`config.mk`:
```
export PLATFORM = sky130hd
export DESIGN_NAME = spcf_arith_unit
export DESIGN_NICKNAME = d
export VERILOG_FILES = /design/src/rtl/spcf_pkg.sv /design/src/rtl/spcf_arith_unit.sv
export SDC_FILE = /design/constraint.sdc
export NUM_CORES = 1
export LEC_CHECK = 0
export BUFFER_PORTS_ARGS = -buffer_cell sky130_fd_sc_hd__buf_2
export CAP_MARGIN = 40
export CORE_UTILIZATION = 55
export CTS_BUF_LIST = sky130_fd_sc_hd__clkbuf_16
export CTS_CLUSTER_SIZE = 25
export DETAILED_ROUTE_END_ITERATION = 8
export GPL_TIMING_DRIVEN = 0
export HOLD_SLACK_MARGIN = 0.02
export PLACE_DENSITY = 0.78
export SETUP_SLACK_MARGIN = 0.02
export SYNTH_ARGS = -nofsm -noshare
export SYNTH_HDL_FRONTEND = slang
export SYNTH_SLANG_ARGS = --single-unit
```
`constraint.sdc`:
```
create_clock -name clk -period 4.2 [get_ports clk]
set_clock_uncertainty 0.15 [all_clocks]
set_input_delay 0.63 -clock clk [delete_from_list [all_inputs] [get_ports clk]]
set_output_delay 0.63 -clock clk [all_outputs]
set_load 0.02 [all_outputs]
```
`src/rtl/spcf_pkg.sv`:
```
// ----------------------------------------------------------------------------
// spcf_pkg
// Shared types, codes and helpers of the softened potential center finder.
// ----------------------------------------------------------------------------
package spcf_pkg;

  localparam int MAX_PART = 4096;
  localparam int CNT_W    = 13;
  localparam int ADDR_W   = 12;

  // operation codes of the shared arithmetic unit
  localparam logic [1:0] OP_DIV  = 2'd0;
  localparam logic [1:0] OP_SQRT = 2'd1;
  localparam logic [1:0] OP_MUL  = 2'd2;

  // configuration register indexes
  localparam logic [1:0] REG_BOX  = 2'd0;
  localparam logic [1:0] REG_SOFT = 2'd1;
  localparam logic [1:0] REG_MASS = 2'd2;
  localparam logic [1:0] REG_GID  = 2'd3;

  // one saturated potential term, 2^48
  localparam logic [63:0] POT_ONE = 64'h0001_0000_0000_0000;

  typedef struct packed {
    logic       start;
    logic [1:0] op;
  } spcf_req_t;

  typedef struct packed {
    logic busy;
    logic done;
  } spcf_stat_t;

  // unsigned 64-bit add that sticks at all ones
  function automatic logic [63:0] sat_add64(input logic [63:0] a, input logic [63:0] b);
    logic [64:0] s;
    s = {1'b0, a} + {1'b0, b};
    return s[64] ? {64{1'b1}} : s[63:0];
  endfunction

endpackage

```
`src/rtl/spcf_arith_unit.sv`:
```
// ----------------------------------------------------------------------------
// spcf_arith_unit
// Shared radix-2 unit: 64/64 restoring divide, 64-bit floor square root and
// 64x64 shift-add multiply, one bit (or root digit) per cycle.
// ----------------------------------------------------------------------------
module spcf_arith_unit import spcf_pkg::*; (
  input  logic        clk,
  input  logic        rst_n,
  input  spcf_req_t   req,
  input  logic [63:0] a_i,
  input  logic [63:0] b_i,
  output spcf_stat_t  stat,
  output logic [63:0] res,
  output logic [63:0] aux
);

  logic         busy_r;
  logic         done_r;
  logic [1:0]   op_r;
  logic [5:0]   step_r;
  logic [127:0] acc_r;
  logic [63:0]  dvs_r;
  logic [64:0]  rem_r;
  logic [31:0]  root_r;

  logic [64:0]  div_sh, div_d, sq_sh, sq_trial, sq_d, mul_s;
  logic         div_ge, sq_ge;

  // one step of each operation
  always_comb begin
    div_sh   = {rem_r[63:0], acc_r[63]};
    div_ge   = div_sh >= {1'b0, dvs_r};
    div_d    = div_sh - {1'b0, dvs_r};
    sq_sh    = {rem_r[62:0], acc_r[63:62]};
    sq_trial = {31'd0, root_r, 2'b01};
    sq_ge    = sq_sh >= sq_trial;
    sq_d     = sq_sh - sq_trial;
    mul_s    = {1'b0, acc_r[127:64]} + (acc_r[0] ? {1'b0, dvs_r} : 65'd0);
  end

  // control
  always_ff @(posedge clk) begin
    if (!rst_n) begin
      busy_r <= 1'b0;
      done_r <= 1'b0;
      op_r   <= OP_DIV;
      step_r <= '0;
    end else begin
      done_r <= 1'b0;
      if (req.start) begin
        busy_r <= 1'b1;
        op_r   <= req.op;
        step_r <= (req.op == OP_SQRT) ? 6'd31 : 6'd63;
      end else if (busy_r) begin
        if (step_r == 6'd0) begin
          busy_r <= 1'b0;
          done_r <= 1'b1;
        end else begin
          step_r <= step_r - 6'd1;
        end
      end
    end
  end

  // datapath
  always_ff @(posedge clk) begin
    if (req.start) begin
      acc_r  <= {64'd0, a_i};
      dvs_r  <= b_i;
      rem_r  <= '0;
      root_r <= '0;
    end else if (busy_r) begin
      unique case (op_r)
        OP_DIV: begin
          acc_r[63:0] <= {acc_r[62:0], div_ge};
          rem_r       <= div_ge ? div_d : div_sh;
        end
        OP_SQRT: begin
          acc_r[63:0] <= {acc_r[61:0], 2'b00};
          rem_r       <= sq_ge ? sq_d : sq_sh;
          root_r      <= {root_r[30:0], sq_ge};
        end
        OP_MUL: begin
          acc_r <= {mul_s, acc_r[63:1]};
        end
        default: begin
          acc_r <= acc_r;
        end
      endcase
    end
  end

  assign stat = '{busy: busy_r, done: done_r};
  assign res  = (op_r == OP_SQRT) ? {32'd0, root_r} : acc_r[63:0];
  assign aux  = (op_r == OP_MUL) ? acc_r[127:64] : rem_r[63:0];

endmodule
```
==> Word-level counts from Yosys, hierarchy flattened <==
Cells that the tools add are included.
{ "op_classes": {"n_lt_le_gt_ge": 2, "n_mux": 17, "addsub": 4, "reduce_logical": 11, "n_bitwise": 2, "eq_ne": 4} }
{ "op_table": {"columns": ["op", "n"], "rows": [
  ["64-bit two-way mux", 7],
  ["64-bit one-hot mux with 3 select lines", 1],
  ["64-bit one-hot mux with 2 select lines", 1],
  ["64-bit by 64-bit adder with 65-bit output", 1],
  ["65-bit by 34-bit >= comparator with 1-bit output", 1],
  ["65-bit by 64-bit >= comparator with 1-bit output", 1],
  ["64-bit by 34-bit subtractor with 64-bit output", 1],
  ["64-bit subtractor", 1],
  ["6-bit two-way mux", 4],
  ["2-bit AND reduction", 5],
  ["6-bit zero test", 1],
  ["6-bit by 1-bit subtractor with 6-bit output (second input constant)", 1],
  ["2-bit by 1-bit == test with 1-bit output (second input constant)", 2],
  ["1-bit two-way mux", 4],
  ["2-bit nonzero test", 2],
  ["4-bit nonzero test", 1],
  ["3-bit OR reduction", 1],
  ["2-bit == test (second input constant)", 1],
  ["2-bit zero test", 1],
  ["2-bit inequality test (second input constant)", 1],
  ["1-bit inverter", 2]
]} }
{ "word_totals": {"elab_cells": 49, "output_inout_bits": 130, "reg_bits": 298, "input_bits": 133} }

==> Depth between registers and ports, before layout <==
Gate-level depths: netlist of run 1.
{ "depth": {"depth_word": 5, "depth_mapped": 16, "mapped_depth_nobuf": 14} }

==> Worst setup path before layout of run 1 <==
No wires, ideal clock.
{ "synth_path": {"path_type": "register -> register", "from": "register acc_r[0]", "to": "register acc_r[127]", "path_buffers": 2, "setup_time_ns": 0.114, "stages_incl_launch_ff": 17, "arrival_ns": 3.945, "required_ns": 3.936, "slack_ns": -0.010, "synth_period_minus_slack_ns": 4.210, "cell_sequence": "edfxtp_1 clkbuf_1 clkbuf_1 and2_1 ha_1 fa_1 a21oi_1 o22ai_1 o31ai_1 or4_1 a2111o_1 a2111oi_1 o2111ai_1 nand3b_1 and3_1 o21ai_1 a2111oi_0"} }
{ "synth_between": {"elab_chain_cells": 2} }
{ "synth_rtl": {"columns": ["item", "line", "text"], "rows": [
  ["from (decl)", "spcf_arith_unit.sv:21", "logic [127:0] acc_r;"],
  ["from (signal assigned)", "spcf_arith_unit.sv:68", "acc_r <= {64'd0, a_i};"],
  ["from (signal assigned)", "spcf_arith_unit.sv:75", "acc_r[63:0] <= {acc_r[62:0], div_ge};"],
  ["from (signal assigned)", "spcf_arith_unit.sv:79", "acc_r[63:0] <= {acc_r[61:0], 2'b00};"],
  ["64-bit two-way mux", "spcf_arith_unit.sv:38", "mul_s = {1'b0, acc_r[127:64]} + (acc_r[0] ? {1'b0, dvs_r} : 65'd0);"],
  ["64-bit by 64-bit adder with 65-bit output", "spcf_arith_unit.sv:38", null]
]} }
Every way passes these cells.
A chain may end at the register's enable or synchronous reset.

==> Worst setup path after layout of run 1 <==
{ "layout_path": {"from": "register acc_r[0]", "to": "register acc_r[121]"} }
Same word-level chain as after synthesis.

==> impl_metrics.yaml, run 1 <==
synth:
  synth_area_leader_cell: "edfxtp_1"
  syn-num-nets: 3440
  synth_most_common_cell: "nand2_1"
  ys_warn_count: 0
  synth_common_cells: "nand2_1, a21oi_1, o21ai_0, dfxtp_1, ha_1"
  ys.flop_type: "dfxtp_1"
  syn_avg_cell_area_sq_um: 7.94
  synthDistinctLibCells: 79
  synth-async-reset-ratio_pct: 0
  synth_top_area_share_pct: 15.4
  ys_top_cells_by_area: "edfxtp_1, dfxtp_1, ha_1"
  synth_edf_count: 128
  yosysSeqAreaShare_pct: 29.1
  synth_cells: 3138
  synth_seq_cells: 298
  syn_area_sq_mm: 0.0249
clocking:
  cts_root_buf: "clkbuf_16"
  worstSkewPairLatency_ns: 0.58
  cts_tree: "built"
  numCtsBuffers: 38
  cts.sinks: 298
  htreeDepth: 2
  cts.path.max_buffers: 3
  clkTransAtPathRegs_ns: 0.06
min_path:
  hp-class: "in -> reg"
  hold_depth: 1
  hold_path_end: "dvs_r[13]"
  hold_path.startpoint: "b_i[13]"
grt:
  antenna_found_initial: 2
  grt_usage_pct: 42.0
  grt_max_degree: 43
  overflow: 0
  grt_pass1_vias: 25705
  grt_pass1_wl_mm: 149
sta:
  finalSetupTns_ns: -4.47
  timing.final.ws_setup_ns: -0.584
  tightestPinTransition_ns: 1.01
  max-slew-margin-rel_pct: 32.9
  drv_slew: 0
  rsz0062_at_grt: "true"
  fmax_ghz: 0.209
  period_needed_ns: 4.78
  setup_violations: 18
  hold_violations: 0
  period_share_pct: 114
routing:
  wl_met1_mm: 39.0
  drc: 0
  wl_met3_mm: 10.4
  top_layer: "met4"
  vias: 27027
  wl_per_cell_microns: 24.9
  vias_per_cell: 6.56
  routed-wl-met2_mm: 45.8
  drt_pass1_iterations: 6
  wirelength_mm: 102
  drt-initial-drc-count: 3191
  detail-route-antenna-nets: 0
worst_setup_path:
  ff2ff_path_depth: 19
  r2r-start: "acc_r[0]"
  critical_path_class: "reg -> reg"
  arrival_ns: 5.11
  cp-end-kind: "flop"
  reg2reg_to: "acc_r[121]"
  cp_cell_sequence: "buf_8, clkbuf_16, and2_4, ha_4, fa_2, a21oi_4, o22ai_4, o31ai_4, or4_4, a2111o_2, a2111oi_4, buf_4, buf_4, buf_4, o21ai_2, a21oi_2, nor3_1, nand3b_1, a21oi_2"
  cp_max_fo: 7
  critPathMostFrequentCell: "buf_4"
  cp_slowest_stage_delay_ns: 0.58
  reg2reg_slack_ns: -0.58
  crit_slowest_cell: "edfxtp_1"
  crit_path_start_kind: "flop"
  crit_buf_inv: 5
  worstPathRequired_ns: 4.53
  cpLargestDelayFamily: "compound AO/OA/AOI/OAI gates"
place:
  portBuffers: 261
  gp_congestion: 0.991
  dp_hpwl_mm: 77.5
power:
  vdd_drop_max_mv: 0.328
  p_leak_nw: 13.0
  p_per_area_mw_per_mm2: 360
  fin_total_pwr_mw: 10.8
final_layout:
  final_layout_size_suffix_gt1_share_pct: 19.1
  fin_nets: 3798
  syn_to_final_growth_pct: 20.1
die:
  dieWidth_microns: 215
  fp.dieH_microns: 215
  placeableCoreArea_sq_mm: 0.0444
  die_area_sq_mm: 0.0461
  boundaryPins: 263
  initial_core_util_pct: 56.1
  row_count: 77
status:
  status: "finished with violations"
  violations: "negative setup slack"
flow_run:
  drv_cap: 0
==> logic make-up after synthesis <==
family | share of synthesized area, %
buffers and inverters | 5.24
adders and majority gates | 8.55
DFF | 29.1
AOI/OAI and AO/OA | 26.4
muxes | 6.19
xor gates and xnor gates | 5.52
and+or+nand+nor | 19.0
==> area by class of cell <==
cell class | count | area (sq um)
repair buffers | 333 | 2040
well taps | 592 | 741
inverters | 134 | 503
plain buffers | 190 | 848
fillers | 3680 | 14500
clock buffers | 39 | 976
diodes | 3 | 7.51
clock inverters | 30 | 267
flip-flops and latches | 298 | 7250
multi-input cells | 2501 | 17300
==> how the worst max path moves through the flow <==
| stage | from | cells after the start | slack, ns | endpoint |
|---|---|---|---|---|
| after global routing | acc_r[0] | 17 | -0.64 | acc_r[127] |
| final | acc_r[0] | 19 | -0.58 | acc_r[121] |
| after floorplan | acc_r[0] | 16 | 0.08 | acc_r[127] |
| after global placement | acc_r[0] | 15 | -2.91 | acc_r[120] |
| after CTS | acc_r[0] | 17 | -0.43 | acc_r[127] |
| after detailed placement | acc_r[0] | 16 | -2.43 | acc_r[120] |
==> sequential cells by signal (all words and copies together), names as in the netlist <==
name and flops:
dvs_r 64, acc_r 128, op_r 2, rem_r 64
step_r 6, root_r 32, busy_r 1, done_r 1
==> power breakdown <==
group / total (mW) / switching [mW] / internal (mW) / leakage [nW]
registers: 3.50 / 0.250 / 3.25 / 2.66
logic: 3.85 / 2.40 / 1.45 / 9.74
clock network: 3.40 / 1.41 / 1.99 / 0.648
==> metrics by stage <==
step	area, sq um	hold WS [ns]	setup slack (ns)	instances	util, %
after floorplan	24900	0.294	0.0763	3138	-
after global placement	27000	0.305	-2.91	3991	60.7
after detailed placement	27300	0.314	-2.43	4021	61.6
after CTS	29300	0.0642	-0.434	4108	66.0
after global routing	29900	0.0717	-0.638	4117	67.3
final	29900	0.0720	-0.584	4120	67.3
==> routing by layer <==
| layer | GRT usage, % | vias up |
|---|---|---|
| li1 | - | 12131 |
| met1 | 52.2 | 12756 |
| met2 | 66.7 | 1693 |
| met3 | 8.31 | 447 |
| met4 | 26.3 | 0 |
| met5 | 0 | - |
==> placed cells by master, fill, tap and decap left out, types with 15 or more instances in the layout <==
cell / n
buf_1: 24
edfxtp_1: 128
inv_1: 139
o21ai_0: 229
or3_1: 16
a21oi_1: 288
nor3_1: 37
buf_4: 43
clkbuf_1: 134
a32o_1: 16
nand3_1: 65
a22oi_1: 65
a211oi_1: 21
and3_1: 17
xnor2_1: 86
nand2_1: 438
a31oi_1: 23
mux2_2: 105
mux2i_1: 36
xor2_1: 71
and2_1: 73
buf_6: 21
ha_1: 148
a21o_1: 117
o211ai_1: 28
buf_2: 270
nor2b_1: 52
o21bai_1: 26
dfxtp_1: 164
clkbuf_16: 41
nand2b_1: 20
o21a_1: 21
nand4_1: 42
nor2_1: 147
a211o_1: 15
==> what timing repair did <==
action / CTS / global route
endpoints found under the setup margin: 116 / 133
setup buffers: 21 / 20
hold buffers: 0 / 0
pin swaps: 35 / 52
gates resized for setup: 125 / 112
cloned: 0 / 1
Note: power is estimated with default switching activity, not from simulation.
==> run 2: changes to the inputs <==
Settings changed: CORE_ASPECT_RATIO from default to 1.5, CORE_UTILIZATION 55 to 49, PLACE_DENSITY 0.78 to 0.71, SKIP_LAST_GASP from default to 1.
==> impl_metrics.yaml, run 2 (synthesis results as in run 1) <==
clocking:
  htreeDepth: 2
  cts_tree: "built"
  cts.sinks: 298
  cts_hold_buf: 0
  cts_root_buf: "clkbuf_16"
  clkTransAtPathRegs_ns: 0.07
  numCtsBuffers: 35
  worstSkewPairLatency_ns: 0.56
  cts.path.max_buffers: 3
grt:
  grt_pass1_vias: 25657
  overflow: 0
  grt_usage_pct: 37.8
  grt_pass1_wl_mm: 148
  grt_max_degree: 60
  antenna_found_initial: 4
worst_setup_path:
  cp_max_fo: 5
  cp_cell_sequence: "buf_8, clkbuf_16, and2_4, ha_4, fa_2, a21oi_2, o22ai_2, o31ai_4, or4_4, a2111o_2, a2111oi_4, buf_4, o2111ai_4, nand3b_1, and3_4, o21ai_4, a2111oi_4"
  critPathMostFrequentCell: "a2111oi_4"
  cp_slowest_stage_delay_ns: 0.57
  reg2reg_to: "acc_r[127]"
  reg2reg_slack_ns: -0.30
  critical_path_class: "reg -> reg"
  ff2ff_path_depth: 17
  arrival_ns: 4.81
  crit_path_start_kind: "flop"
  worstPathRequired_ns: 4.52
  cp-end-kind: "flop"
  r2r-start: "acc_r[0]"
  cp-startpoint: "acc_r[0]"
  crit_slowest_cell: "a2111o_2"
final_layout:
  final_cells: 4197
  final_layout_size_suffix_gt1_share_pct: 19.1
  fillers: 4612
  multi_input_area_sq_mm: 0.0172
  top_regs: "acc_r (128), dvs_r (64), rem_r (64)"
  final_cell_mix: "nand2_1, a21oi_1, buf_2, o21ai_0, dfxtp_1"
  layout_commonest_cell: "nand2_1"
  top_register: "acc_r"
  seq_area_sq_mm: 0.00726
  syn_to_final_growth_pct: 20.1
  largest_register_ffs: 128
  fin_nets: 3804
routing:
  vias: 26203
  vias_per_cell: 6.24
  detail-route-antenna-nets: 0
  drt-initial-drc-count: 2073
  wirelength_mm: 100
  drt_pass1_iterations: 6
  drc: 0
  wl_per_cell_microns: 23.9
power:
  pwr-share-clk_pct: 30.0
  p_per_area_mw_per_mm2: 350
  intPower_mw: 6.51
  switching_share_pct: 37.8
  seqPwrFrac_pct: 33.5
  switchingPower_mw: 3.96
  p_leak_nw: 13.0
  combPwrFrac_pct: 36.6
  vdd_drop_max_mv: 0.302
place:
  portBuffers: 261
  dp.cells: 4092
  dp_hpwl_mm: 77.0
  gp_congestion: 1.02
min_path:
  hold_path.startpoint: "b_i[15]"
  hold_path_end: "dvs_r[15]"
  hp-class: "in -> reg"
  hold_depth: 1
sta:
  period_needed_ns: 4.50
  tightestPinTransition_ns: 0.942
  setup_violations: 7
  max-slew-margin-rel_pct: 37.2
  hold_violations: 0
  fmax_ghz: 0.222
  hold_slack_ns: 0.0982
  timing.final.ws_setup_ns: -0.298
  drv_slew: 0
  rsz0062_at_grt: "true"
  period_share_pct: 107
die:
  dieWidth_microns: 186
  die_area_sq_mm: 0.0518
  placeableCoreArea_sq_mm: 0.0499
  fp.dieH_microns: 278
  row_count: 100
  boundaryPins: 263
  initial_core_util_pct: 49.9
status:
  status: "finished with violations"
  violations: "negative setup slack"
flow_run:
  drv_cap: 0
[run 2: cell count changes in the layout (fill, tap and decap cells not counted), moves of 4 or more]
cell,change
a21oi_2,+5
buf_4,+10
dfxtp_1,-5
dfxtp_2,+4
ha_2,-4
ha_4,+7
o21ai_0,+5
o21ai_1,-4
[run 2: per-stage QoR]
step | setup TNS [ns] | util [%] | cell area, sq um | worst slack [ns] | total power, mW
6_report | -1.21 | 59.9 | 29900 | -0.298 | 10.5
5_1_grt | -2.08 | 59.9 | 29900 | -0.401 | 10.9
4_1_cts | -1.14 | 58.5 | 29200 | -0.335 | 10.2
3_5_place_dp | -82.38 | 55.0 | 27400 | -1.90 | 7.05
3_3_place_gp | -407.68 | 54.2 | 27000 | -2.86 | 7.02
2_1_floorplan | 0 | - | 24900 | 0.0763 | 5.91
[run 2: power groups by stage]
stage	combinational [mW]	clock, mW	sequential, mW
after floorplan	2.48	0	3.43
after global placement	3.47	0	3.55
after detailed placement	3.50	0	3.55
after CTS	3.60	3.15	3.49
after global routing	4.10	3.25	3.51
final	3.83	3.13	3.50
[run 2: cell type report]
type	count	area share [%]
Timing Repair Buffer	337	6.91
Clock inverter	24	0.544
Inverter	134	1.68
Antenna cell	6	0.0502
Tap cell	663	2.77
Clock buffer	39	3.26
Sequential cell	298	24.3
Multi-Input combinational cell	2502	57.6
Buffer	194	2.89
[run 2: routing by layer]
metal / track usage [%] / vias up / routed length [microns] / part of all wire [%]
met4: 30.5 / 2 / 9430 / 9.4
li1: - / 12134 / - / -
met2: 64.2 / 1259 / 48300 / 48
met5: 0 / - / 13 / 0.013
met1: 39.9 / 12348 / 35500 / 35
met3: 7.84 / 460 / 7070 / 7.1
[run 2: worst max-delay path by stage]
stage            endpoint  slack, ns
6_report       acc_r[127]      -0.30
5_1_grt        acc_r[127]      -0.40
4_1_cts        acc_r[127]      -0.34
3_5_place_dp   acc_r[120]      -1.90
3_3_place_gp   acc_r[120]      -2.86
2_1_floorplan  acc_r[127]       0.08
[run 2: repair_timing]
item / 4_1_cts / 5_1_grt
resized for setup: 122 / 111
pin swaps: 28 / 43
setup endpoints to repair: 160 / 97
gates cloned: 1 / 2
setup buffers: 17 / 27
[run 2: worst max-delay path, delay by kind of cell, from the launching register on]
| kind | cells | cell delay (ns) |
|---|---|---|
| compound gates | 8 | 1.76 |
| simple gates | 4 | 1.07 |
| flops | 1 | 0.54 |
| buf+inv | 3 | 0.54 |
| fa+ha+maj | 2 | 0.33 |
